**config.mk**
```make
export PLATFORM = sky130hd
export DESIGN_NAME = clpr_div
export DESIGN_NICKNAME = d
export VERILOG_FILES = /design/src/sv/clpr_pkg.sv /design/src/sv/clpr_div.sv
export SDC_FILE = /design/constraint.sdc
export NUM_CORES = 1
export LEC_CHECK = 0
export BUFFER_PORTS_ARGS = -buffer_cell sky130_fd_sc_hd__buf_4
export CORE_MARGIN = 5
export CORE_UTILIZATION = 35
export DETAILED_ROUTE_END_ITERATION = 10
export SLEW_MARGIN = 20
export SYNTH_ARGS = -nofsm -noshare
export SYNTH_HDL_FRONTEND = slang
export SYNTH_SLANG_ARGS = --single-unit
```
**constraint.sdc**
```tcl
create_clock -name i_clk -period 3.4 [get_ports i_clk]
set_input_delay 0.17 -clock i_clk [delete_from_list [all_inputs] [get_ports i_clk]]
set_output_delay 0.17 -clock i_clk [all_outputs]
set_load 0.03 [all_outputs]
```
**src/sv/clpr_pkg.sv**
```systemverilog
`timescale 1ns / 1ps
// ----------------------------------------------------------------------------
// clpr_pkg: shared types and constants of the parameter ramp
// widths, command and register codes, divider handshake structs, clamp helper
// ----------------------------------------------------------------------------
package clpr_pkg;

    localparam int unsigned W_VAL  = 32;
    localparam int unsigned W_ACC  = 49;
    localparam int unsigned W_DVD  = 48;
    localparam int unsigned W_DVS  = 32;
    localparam int unsigned W_CNT  = 6;
    localparam int unsigned W_CMD  = 3;
    localparam int unsigned W_TICK = 11;
    localparam int unsigned W_RAMP = 20;
    localparam int unsigned W_IDX  = 2;

    // commands
    localparam logic [W_CMD-1:0] CMD_TICK = 3'd0;
    localparam logic [W_CMD-1:0] CMD_TGT  = 3'd1;
    localparam logic [W_CMD-1:0] CMD_NOW  = 3'd2;
    localparam logic [W_CMD-1:0] CMD_ADD  = 3'd3;
    localparam logic [W_CMD-1:0] CMD_SUB  = 3'd4;
    localparam logic [W_CMD-1:0] CMD_MUL  = 3'd5;
    localparam logic [W_CMD-1:0] CMD_DIV  = 3'd6;

    // register indexes
    localparam logic [W_IDX-1:0] REG_MIN    = 2'd0;
    localparam logic [W_IDX-1:0] REG_MAX    = 2'd1;
    localparam logic [W_IDX-1:0] REG_RAMP   = 2'd2;
    localparam logic [W_IDX-1:0] REG_NOTIFY = 2'd3;

    // reset values
    localparam logic signed [W_VAL-1:0] RST_MIN  = 32'sh0000_0000;
    localparam logic signed [W_VAL-1:0] RST_MAX  = 32'sh7FFF_FFFF;
    localparam logic [W_RAMP-1:0]       RST_RAMP = 20'd4410;

    localparam int DEF_MAX_TICK_BATCH = 1024;

    // divider step counts: full 48 bit dividend, or a 33 bit one preshifted
    localparam logic [W_CNT-1:0] STEPS_DIV    = 6'd48;
    localparam logic [W_CNT-1:0] STEPS_TGT    = 6'd33;
    localparam int unsigned      TGT_PRESHIFT = 15;

    typedef struct packed {
        logic             start;
        logic [W_DVD-1:0] dividend;
        logic [W_DVS-1:0] divisor;
        logic [W_CNT-1:0] steps;
    } t_div_ctl;

    typedef struct packed {
        logic             done;
        logic [W_DVD-1:0] quotient;
    } t_div_sts;

    // limit to hi first, then raise to lo
    function automatic logic signed [W_VAL-1:0] clamp(
        input logic signed [W_ACC-1:0] x,
        input logic signed [W_VAL-1:0] lo,
        input logic signed [W_VAL-1:0] hi
    );
        logic signed [W_ACC-1:0] y;
        logic signed [W_ACC-1:0] lo_x;
        logic signed [W_ACC-1:0] hi_x;
        lo_x = $signed({{(W_ACC-W_VAL){lo[W_VAL-1]}}, lo});
        hi_x = $signed({{(W_ACC-W_VAL){hi[W_VAL-1]}}, hi});
        y = x;
        if (y > hi_x) y = hi_x;
        if (y < lo_x) y = lo_x;
        return y[W_VAL-1:0];
    endfunction

endpackage

```
**src/sv/clpr_div.sv**
```systemverilog
`timescale 1ns / 1ps
// ----------------------------------------------------------------------------
// clpr_div: restoring unsigned divider, one quotient bit per cycle
// quotient stays on o_sts.quotient after done until the next start
// ----------------------------------------------------------------------------
module clpr_div (
    input  logic                i_clk,
    input  logic                i_rst_n,
    input  clpr_pkg::t_div_ctl  i_ctl,
    output clpr_pkg::t_div_sts  o_sts
);

    logic                          r_busy;
    logic                          r_done;
    logic [clpr_pkg::W_CNT-1:0]    r_cnt;
    logic [clpr_pkg::W_DVD-1:0]    r_dvd;
    logic [clpr_pkg::W_DVS-1:0]    r_rem;
    logic [clpr_pkg::W_DVS-1:0]    r_dvs;

    logic [clpr_pkg::W_DVS:0]      w_trial;
    logic [clpr_pkg::W_DVS:0]      w_sub;
    logic                          w_ge;

    assign w_trial = {r_rem, r_dvd[clpr_pkg::W_DVD-1]};
    assign w_ge    = w_trial >= {1'b0, r_dvs};
    assign w_sub   = w_trial - {1'b0, r_dvs};

    always_ff @(posedge i_clk) begin
        if (!i_rst_n) begin
            r_busy <= 1'b0;
            r_done <= 1'b0;
            r_cnt  <= '0;
        end else begin
            r_done <= 1'b0;
            if (i_ctl.start) begin
                r_busy <= 1'b1;
                r_cnt  <= i_ctl.steps;
            end else if (r_busy) begin
                r_cnt <= r_cnt - 1'b1;
                if (r_cnt == clpr_pkg::W_CNT'(1)) begin
                    r_busy <= 1'b0;
                    r_done <= 1'b1;
                end
            end
        end
    end

    // datapath
    always_ff @(posedge i_clk) begin
        if (i_ctl.start) begin
            r_dvd <= i_ctl.dividend;
            r_dvs <= i_ctl.divisor;
            r_rem <= '0;
        end else if (r_busy) begin
            r_rem <= w_ge ? w_sub[clpr_pkg::W_DVS-1:0] : w_trial[clpr_pkg::W_DVS-1:0];
            r_dvd <= {r_dvd[clpr_pkg::W_DVD-2:0], w_ge};
        end
    end

    assign o_sts.done     = r_done;
    assign o_sts.quotient = r_dvd;

endmodule

```
==> impl_metrics.xml, run 1 <==
<?xml version="1.0" encoding="UTF-8"?>
<metrics>
  <group name="routing">
    <metric name="num_vias" unit="">5088</metric>
    <metric name="via_per_inst" unit="">4.983</metric>
    <metric name="drtPass1Iterations" unit="">5</metric>
    <metric name="dr_iter_0_viols" unit="">232</metric>
    <metric name="detail_route.wirelength" unit="mm">16.03</metric>
    <metric name="routedWlPerCell" unit="µm">15.70</metric>
    <metric name="drt.antenna.violating_nets" unit="">0</metric>
    <metric name="remaining_drc_errors" unit="">0</metric>
  </group>
  <group name="yosys">
    <metric name="synth_cells" unit="">598</metric>
    <metric name="dominantRegCellSynth" unit="">sky130_fd_sc_hd__edfxtp_1</metric>
    <metric name="yosysWarningCount" unit="">0</metric>
    <metric name="async_reset_ff_share" unit="%">0</metric>
    <metric name="synthDistinctLibCells" unit="">52</metric>
    <metric name="number_of_synthesized_flops_with_an_enable_pin" unit="">80</metric>
    <metric name="synth-seq-area-share" unit="%">49.49</metric>
    <metric name="mappedNetlistNets" unit="">722</metric>
    <metric name="synth.avg_cell_area" unit="µm²">10.82</metric>
    <metric name="synth.cell_area" unit="µm²">6472</metric>
    <metric name="postSynthRegisterBits" unit="">120</metric>
  </group>
  <group name="setup_path">
    <metric name="worstPathArrival" unit="ns">3.50</metric>
    <metric name="cp_max_fo" unit="">3</metric>
    <metric name="setup.worst_path.class" unit="">register to register</metric>
    <metric name="setup.worst_path.start_class" unit="">register</metric>
    <metric name="r2r_path_start" unit="">r_dvd[47]$_DFFE_PP_</metric>
    <metric name="critPathLaunch" unit="">r_dvd[47]$_DFFE_PP_</metric>
    <metric name="cp-end-kind" unit="">register</metric>
    <metric name="critPathRequiredTime" unit="ns">3.74</metric>
  </group>
  <group name="place">
    <metric name="dpl-instance-area" unit="µm²">7775</metric>
    <metric name="post-place-cells" unit="">952</metric>
    <metric name="detailedPlacementHpwl" unit="mm">11.69</metric>
    <metric name="place.gp.congestion" unit="">0.9085</metric>
    <metric name="portBuffers" unit="">137</metric>
  </group>
  <group name="layout">
    <metric name="fillerInstances" unit="">1647</metric>
    <metric name="layout-drive-gt1-share" unit="%">29.55</metric>
    <metric name="post_route_cell_area" unit="µm²">8778</metric>
    <metric name="layout.nets" unit="">903</metric>
    <metric name="mostFrequentLayoutCells" unit="">sky130_fd_sc_hd__buf_4 (149), sky130_fd_sc_hd__edfxtp_1 (80), sky130_fd_sc_hd__nor2_1 (62)</metric>
    <metric name="num_antenna_cells" unit="">0</metric>
    <metric name="instances_no_fill" unit="">1021</metric>
    <metric name="fin_util" unit="%">48.54</metric>
    <metric name="layout.cells.most_common" unit="">sky130_fd_sc_hd__buf_4</metric>
    <metric name="flow.area_growth_from_synthesis" unit="%">35.63</metric>
  </group>
  <group name="timing">
    <metric name="final-hold-violation-count" unit="">0</metric>
    <metric name="max_freq" unit="MHz">316.1</metric>
    <metric name="final_period_minus_worst_setup_slack" unit="ns">3.163</metric>
    <metric name="min_period_over_period" unit="%">93.04</metric>
    <metric name="worst_clock_skew" unit="ns">0.01081</metric>
    <metric name="max-slew-margin-rel" unit="%">27.03</metric>
    <metric name="rsz0062_at_grt" unit="">false</metric>
    <metric name="worst_pin_slew" unit="ns">1.092</metric>
    <metric name="final_max_slew_viol_count" unit="">0</metric>
    <metric name="final-setup-viol-count" unit="">0</metric>
    <metric name="setup-tns-final" unit="ns">0</metric>
  </group>
  <group name="outcome">
    <metric name="outcome" unit="">finished, final reports clean</metric>
  </group>
  <group name="floorplan">
    <metric name="number_of_core_rows" unit="">49</metric>
    <metric name="fp.coreArea" unit="µm²">18090</metric>
    <metric name="fp.dieArea" unit="µm²">21310</metric>
    <metric name="die_width" unit="µm">146.0</metric>
    <metric name="ioPinCount" unit="">138</metric>
    <metric name="die_height" unit="µm">146.0</metric>
    <metric name="start_util" unit="%">35.79</metric>
  </group>
  <group name="cts">
    <metric name="cts.sinks" unit="">120</metric>
    <metric name="cts.htree.levels" unit="">4</metric>
    <metric name="cts_made_buffers" unit="">17</metric>
    <metric name="cts_setup_buffers" unit="">0</metric>
    <metric name="holdBufCountCts" unit="">37</metric>
    <metric name="cts-root-buf" unit="">sky130_fd_sc_hd__clkbuf_16</metric>
    <metric name="clkLatencyLatePin" unit="ns">0.42</metric>
    <metric name="cts.clk_slew.worst_paths" unit="ns">0.06</metric>
    <metric name="tritoncts" unit="">built</metric>
    <metric name="ctsResizeCount" unit="">0</metric>
    <metric name="number_of_buffers_between_clock_root_and_the_deepest_sink" unit="">2</metric>
  </group>
  <group name="global_route">
    <metric name="maximum_number_of_pins_on_one_net_before_global_route_repair" unit="">49</metric>
    <metric name="track_usage" unit="%">15.39</metric>
    <metric name="grt_pass1_wl" unit="mm">26.90</metric>
    <metric name="first_global_vias" unit="">5394</metric>
    <metric name="number_of_antenna_violations_at_the_first_check_in_global_routing" unit="">0</metric>
    <metric name="grt-ovfl-total" unit="">0</metric>
  </group>
  <group name="power_and_ir_drop">
    <metric name="static-leakage-power" unit="nW">3.766</metric>
    <metric name="ir_drop" unit="V">0.0004510</metric>
    <metric name="cellPowerDensity" unit="nW/µm²">530.0</metric>
    <metric name="totalPowerFinal" unit="mW">4.652</metric>
  </group>
  <group name="hold_path">
    <metric name="hold_path.class" unit="">input port to register</metric>
    <metric name="hold_start" unit="">i_ctl[1]</metric>
  </group>
  <group name="run">
    <metric name="cap_violations" unit="">0</metric>
  </group>
</metrics>
## layer usage
metal | vias to the layer above | part of all wire (%) | track usage [%]
met2 | 153 | 46 | 24.05
met1 | 2352 | 44 | 19.66
met5 | - | 0 | 0
li1 | 2570 | - | -
met3 | 13 | 9.1 | 6.914
met4 | 0 | 0.94 | 3.669
## flip-flops by register name (all words and copies together) (netlist names)
register / flops
r_dvs: 32
r_busy: 1
r_dvd: 48
r_rem: 32
r_done: 1
r_cnt: 6
## cells in the mapped netlist, types with 5 or more instances
master / instances / area [µm²]
sky130_fd_sc_hd__edfxtp_1: 80 / 2402
sky130_fd_sc_hd__nor2_1: 62 / 232.7
sky130_fd_sc_hd__a21oi_1: 49 / 245.2
sky130_fd_sc_hd__mux2_2: 47 / 529.3
sky130_fd_sc_hd__inv_1: 45 / 168.9
sky130_fd_sc_hd__dfxtp_1: 40 / 800.8
sky130_fd_sc_hd__ha_1: 34 / 425.4
sky130_fd_sc_hd__nand2_1: 33 / 123.9
sky130_fd_sc_hd__xnor2_1: 21 / 183.9
sky130_fd_sc_hd__a211oi_1: 20 / 150.1
sky130_fd_sc_hd__clkbuf_1: 17 / 63.81
sky130_fd_sc_hd__o21ai_0: 17 / 85.08
sky130_fd_sc_hd__a21o_1: 13 / 97.59
sky130_fd_sc_hd__xor2_1: 13 / 113.9
sky130_fd_sc_hd__mux2i_1: 10 / 100.1
sky130_fd_sc_hd__o31ai_1: 9 / 67.56
sky130_fd_sc_hd__nand4_1: 8 / 50.05
sky130_fd_sc_hd__a31oi_1: 7 / 43.79
sky130_fd_sc_hd__a32oi_1: 6 / 52.55
sky130_fd_sc_hd__nor3_1: 5 / 25.02
## worst max-delay path: stages (launching register included)
cell and delay [ns]:
sky130_fd_sc_hd__edfxtp_1 0.37, sky130_fd_sc_hd__inv_1 0.06, sky130_fd_sc_hd__ha_1 0.21, sky130_fd_sc_hd__fa_1 0.39, sky130_fd_sc_hd__nand2b_1 0.17, sky130_fd_sc_hd__a21oi_1 0.19, sky130_fd_sc_hd__o21ai_0 0.15, sky130_fd_sc_hd__o21a_1 0.20
sky130_fd_sc_hd__o311ai_0 0.48, sky130_fd_sc_hd__a2111oi_0 0.20, sky130_fd_sc_hd__or4_1 0.53, sky130_fd_sc_hd__a21oi_1 0.14
## final cells by class
type,count,area (µm²),area share [%]
clock inverter,12,166.4,1.896
multi-input combinational,408,2978,33.92
clock buffer,20,466.7,5.316
inverter,45,168.9,1.924
tap,229,286.5,3.264
sequential,120,3203,36.49
timing repair buffer,187,1509,17.19
## power by group
group / internal, mW / leakage, nW / switching [mW] / total [mW]
clock network: 1.22 / 0.303 / 0.683 / 1.90
logic: 0.436 / 2.34 / 0.533 / 0.969
registers: 1.71 / 1.12 / 0.0732 / 1.78
total: 3.36 / 3.77 / 1.29 / 4.65
## through the flow
stage	setup slack [ns]	hold slack, ns
floorplan	0.3210	0.2689
global placement	0.3527	0.3497
detailed placement	0.2469	0.3496
CTS	0.2343	0.001833
global route	0.001778	0.02188
finish	0.2368	0.01730
## worst paths after layout
path | to | slack, ns | cells after the start
setup / recovery | r_rem[30]$_SDFFE_PP0P_ | 0.24 | 11
hold / removal | r_cnt[1]$_SDFFE_PN0P_ | 0.02 | 3
setup reg to reg | r_rem[30]$_SDFFE_PP0P_ | 0.24 | 11
hold reg to reg | r_rem[16]$_SDFFE_PP0P_ | 0.50 | 2
## cells by family (layout without fill, tap and decap cells)
logic type                 after synthesis  count (layout)  share of synthesized area, %
buffers and inverters                   70             264                         4.504
xor gates and xnor gates                34              34                         4.601
adders and majority gates               35              35                         6.882
DFF                                    120             120                         49.49
muxes                                   57              57                         9.724
and+or+nand+nor                        130             130                         8.989
AOI/OAI and AO/OA                      152             152                         15.81
No activity file was read; power rests on OpenSTA's default activity.
==> run 2, diff against run 1 <==
--- a/config.mk
+++ b/config.mk
@@ -9,6 +9,7 @@
 export CORE_MARGIN = 5
 export CORE_UTILIZATION = 35
 export DETAILED_ROUTE_END_ITERATION = 10
+export REMOVE_ABC_BUFFERS = 1
 export SLEW_MARGIN = 20
 export SYNTH_ARGS = -nofsm -noshare
 export SYNTH_HDL_FRONTEND = slang
==> run 2 against run 1 <==
Against the previous run:
- die area is the same
- clock power decreased by 5%
- sequential power barely moved
- critical path depth increased by 1
- worst hold slack better by 0.033 ns
- utilization fell by 0.30 points
- first-iteration DRC count grew 26%
- via count up 1.8%
- setup slack improved by 0.019 ns
- combinational power about the same
- register-to-register slack better by 0.02 ns
- clock skew is 0.0013 ns higher
==> impl_metrics.xml, run 2 (synthesized netlist as in run 1, its figures left out) <==
<?xml version="1.0" encoding="UTF-8"?>
<metrics>
  <group name="outcome">
    <metric name="outcome" unit="">finished, final reports clean</metric>
  </group>
  <group name="cts">
    <metric name="cts_setup_buffers" unit="">0</metric>
    <metric name="cts.clk_slew.worst_paths" unit="ns">0.06</metric>
    <metric name="cts-root-buf" unit="">sky130_fd_sc_hd__clkbuf_16</metric>
    <metric name="cts.sinks" unit="">120</metric>
    <metric name="cts_made_buffers" unit="">17</metric>
    <metric name="number_of_buffers_between_clock_root_and_the_deepest_sink" unit="">2</metric>
    <metric name="clkLatencyLatePin" unit="ns">0.42</metric>
    <metric name="cts.htree.levels" unit="">4</metric>
    <metric name="tritoncts" unit="">built</metric>
  </group>
  <group name="layout">
    <metric name="layout_top_registers" unit="">r_dvd x48, r_dvs x32, r_rem x32</metric>
    <metric name="mostFrequentLayoutCells" unit="">sky130_fd_sc_hd__buf_4 (147), sky130_fd_sc_hd__edfxtp_1 (80), sky130_fd_sc_hd__nor2_1 (62)</metric>
    <metric name="flow.area_growth_from_synthesis" unit="%">34.80</metric>
    <metric name="largest_register_ffs" unit="">48</metric>
    <metric name="fin_util" unit="%">48.24</metric>
    <metric name="fillerInstances" unit="">1641</metric>
    <metric name="layout-drive-gt1-share" unit="%">28.99</metric>
    <metric name="layout.nets" unit="">902</metric>
    <metric name="num_antenna_cells" unit="">0</metric>
    <metric name="layout.cells.most_common" unit="">sky130_fd_sc_hd__buf_4</metric>
    <metric name="post_route_cell_area" unit="µm²">8725</metric>
    <metric name="instances_no_fill" unit="">1019</metric>
    <metric name="largest-register" unit="">r_dvd</metric>
  </group>
  <group name="routing">
    <metric name="drtPass1Iterations" unit="">5</metric>
    <metric name="dr_iter_0_viols" unit="">292</metric>
    <metric name="drt.antenna.violating_nets" unit="">0</metric>
    <metric name="routedWlPerCell" unit="µm">15.43</metric>
    <metric name="via_per_inst" unit="">5.084</metric>
    <metric name="detail_route.wirelength" unit="mm">15.73</metric>
    <metric name="num_vias" unit="">5181</metric>
    <metric name="remaining_drc_errors" unit="">0</metric>
  </group>
  <group name="setup_path">
    <metric name="cp-end-kind" unit="">register</metric>
    <metric name="critPathRequiredTime" unit="ns">3.75</metric>
    <metric name="setup.worst_path.class" unit="">register to register</metric>
    <metric name="worstPathArrival" unit="ns">3.49</metric>
    <metric name="cp_max_fo" unit="">56</metric>
    <metric name="setup.worst_path.start_class" unit="">register</metric>
  </group>
  <group name="timing">
    <metric name="worst_case_setup_margin_in_the_final_layout" unit="ns">0.2553</metric>
    <metric name="worst_clock_skew" unit="ns">0.01216</metric>
    <metric name="worst_pin_slew" unit="ns">0.6399</metric>
    <metric name="final_max_slew_viol_count" unit="">0</metric>
    <metric name="final-setup-viol-count" unit="">0</metric>
    <metric name="final_period_minus_worst_setup_slack" unit="ns">3.145</metric>
    <metric name="setup-tns-final" unit="ns">0</metric>
    <metric name="hold-worst-slack" unit="ns">0.05072</metric>
    <metric name="min_period_over_period" unit="%">92.49</metric>
    <metric name="max-slew-margin-rel" unit="%">57.34</metric>
    <metric name="max_freq" unit="MHz">318.0</metric>
    <metric name="rsz0062_at_grt" unit="">false</metric>
    <metric name="final-hold-violation-count" unit="">0</metric>
  </group>
  <group name="run">
    <metric name="cap_violations" unit="">0</metric>
  </group>
  <group name="global_route">
    <metric name="maximum_number_of_pins_on_one_net_before_global_route_repair" unit="">57</metric>
    <metric name="grt-ovfl-total" unit="">0</metric>
    <metric name="grt_pass1_wl" unit="mm">26.01</metric>
    <metric name="first_global_vias" unit="">5309</metric>
    <metric name="track_usage" unit="%">14.84</metric>
    <metric name="number_of_antenna_violations_at_the_first_check_in_global_routing" unit="">0</metric>
  </group>
  <group name="power_and_ir_drop">
    <metric name="pwr-share-clk" unit="%">39.8</metric>
    <metric name="power.internal" unit="mW">3.282</metric>
    <metric name="cellPowerDensity" unit="nW/µm²">522.7</metric>
    <metric name="totalPowerFinal" unit="mW">4.561</metric>
    <metric name="switching_power" unit="mW">1.278</metric>
    <metric name="power_frac_comb" unit="%">21.2</metric>
    <metric name="power.share.switching" unit="%">28.03</metric>
    <metric name="static-leakage-power" unit="nW">3.742</metric>
    <metric name="p_seq_share" unit="%">39.0</metric>
    <metric name="ir_drop" unit="V">0.0003661</metric>
  </group>
  <group name="place">
    <metric name="dpl_worst_slack" unit="ns">0.1748</metric>
    <metric name="portBuffers" unit="">137</metric>
    <metric name="dpl-instance-area" unit="µm²">7760</metric>
    <metric name="place.gp.congestion" unit="">0.8751</metric>
    <metric name="detailedPlacementHpwl" unit="mm">11.10</metric>
    <metric name="post-place-cells" unit="">950</metric>
  </group>
  <group name="floorplan">
    <metric name="number_of_core_rows" unit="">49</metric>
    <metric name="ioPinCount" unit="">138</metric>
    <metric name="start_util" unit="%">35.79</metric>
    <metric name="die_height" unit="µm">146.0</metric>
    <metric name="fp.coreArea" unit="µm²">18090</metric>
    <metric name="fp.dieArea" unit="µm²">21310</metric>
    <metric name="die_width" unit="µm">146.0</metric>
  </group>
  <group name="hold_path">
    <metric name="hold_path.class" unit="">input port to register</metric>
  </group>
</metrics>
[run 2: cell count changes in the layout (fill, tap and decap cells not counted), sizes merged]
cell         delta
clkinv          +2
clkbuf          -2
dlygate4sd3     +1
inv             -1
buf             -2
[run 2: worst paths after layout]
check / startpoint / to / slack [ns] / depth (start not counted)
min reg2reg: r_rem[16]$_SDFFE_PP0P_ / r_rem[16]$_SDFFE_PP0P_ / 0.49 / 2
max reg2reg: r_dvs[18]$_DFFE_PP_ / r_rem[1]$_SDFFE_PP0P_ / 0.26 / 12
max: r_dvs[18]$_DFFE_PP_ / r_rem[1]$_SDFFE_PP0P_ / 0.26 / 12
min: i_ctl[68] / r_dvd[30]$_DFFE_PP_ / 0.05 / 2
[run 2: repair_timing]
item                                   in CTS  in global routing
endpoints found under the hold margin      38                  0
gates resized for setup                     0                  1
setup endpoints to repair                   0                  1
hold buffers                               38                  0
[run 2: power groups by stage]
stage               Combinational (mW)  Clock, mW  Sequential (mW)
detailed placement               0.932          0             1.80
CTS                              0.971       1.85             1.78
floorplan                        0.473          0             1.92
finish                           0.968       1.81             1.78
global route                      1.06       1.93             1.79
global placement                 0.918          0             1.80
[run 2: area by class of cell]
type	instances	area (µm²)	share of cell area (%)
flip-flops and latches	120	3203	36.71
multi-input cells	408	2978	34.13
repair buffers	186	1504	17.24
clock buffers	18	429.2	4.919
well taps	229	286.5	3.284
inverters	45	168.9	1.936
clock inverters	13	155.1	1.778
[run 2: worst max-delay path: stages, from the launching register on]
cell,delay (ns)
sky130_fd_sc_hd__edfxtp_1,0.33
sky130_fd_sc_hd__inv_1,0.04
sky130_fd_sc_hd__ha_1,0.35
sky130_fd_sc_hd__a21o_1,0.25
sky130_fd_sc_hd__and4_4,0.20
sky130_fd_sc_hd__o41ai_2,0.36
sky130_fd_sc_hd__o22ai_1,0.14
sky130_fd_sc_hd__o211a_1,0.25
sky130_fd_sc_hd__a2111oi_4,0.41
sky130_fd_sc_hd__buf_12,0.31
sky130_fd_sc_hd__mux2i_1,0.23
sky130_fd_sc_hd__mux2i_1,0.09
sky130_fd_sc_hd__nor2_1,0.10
[run 2: routing by layer]
layer | GRT usage [%] | part of all wire, % | vias to the layer above | wire length [µm]
li1 | - | - | 2574 | -
met1 | 18.99 | 46 | 2442 | 7289
met2 | 23.45 | 46 | 145 | 7192
met3 | 5.761 | 6.5 | 20 | 1018
met4 | 4.233 | 1.4 | 0 | 225
met5 | 0 | 0 | - | 0
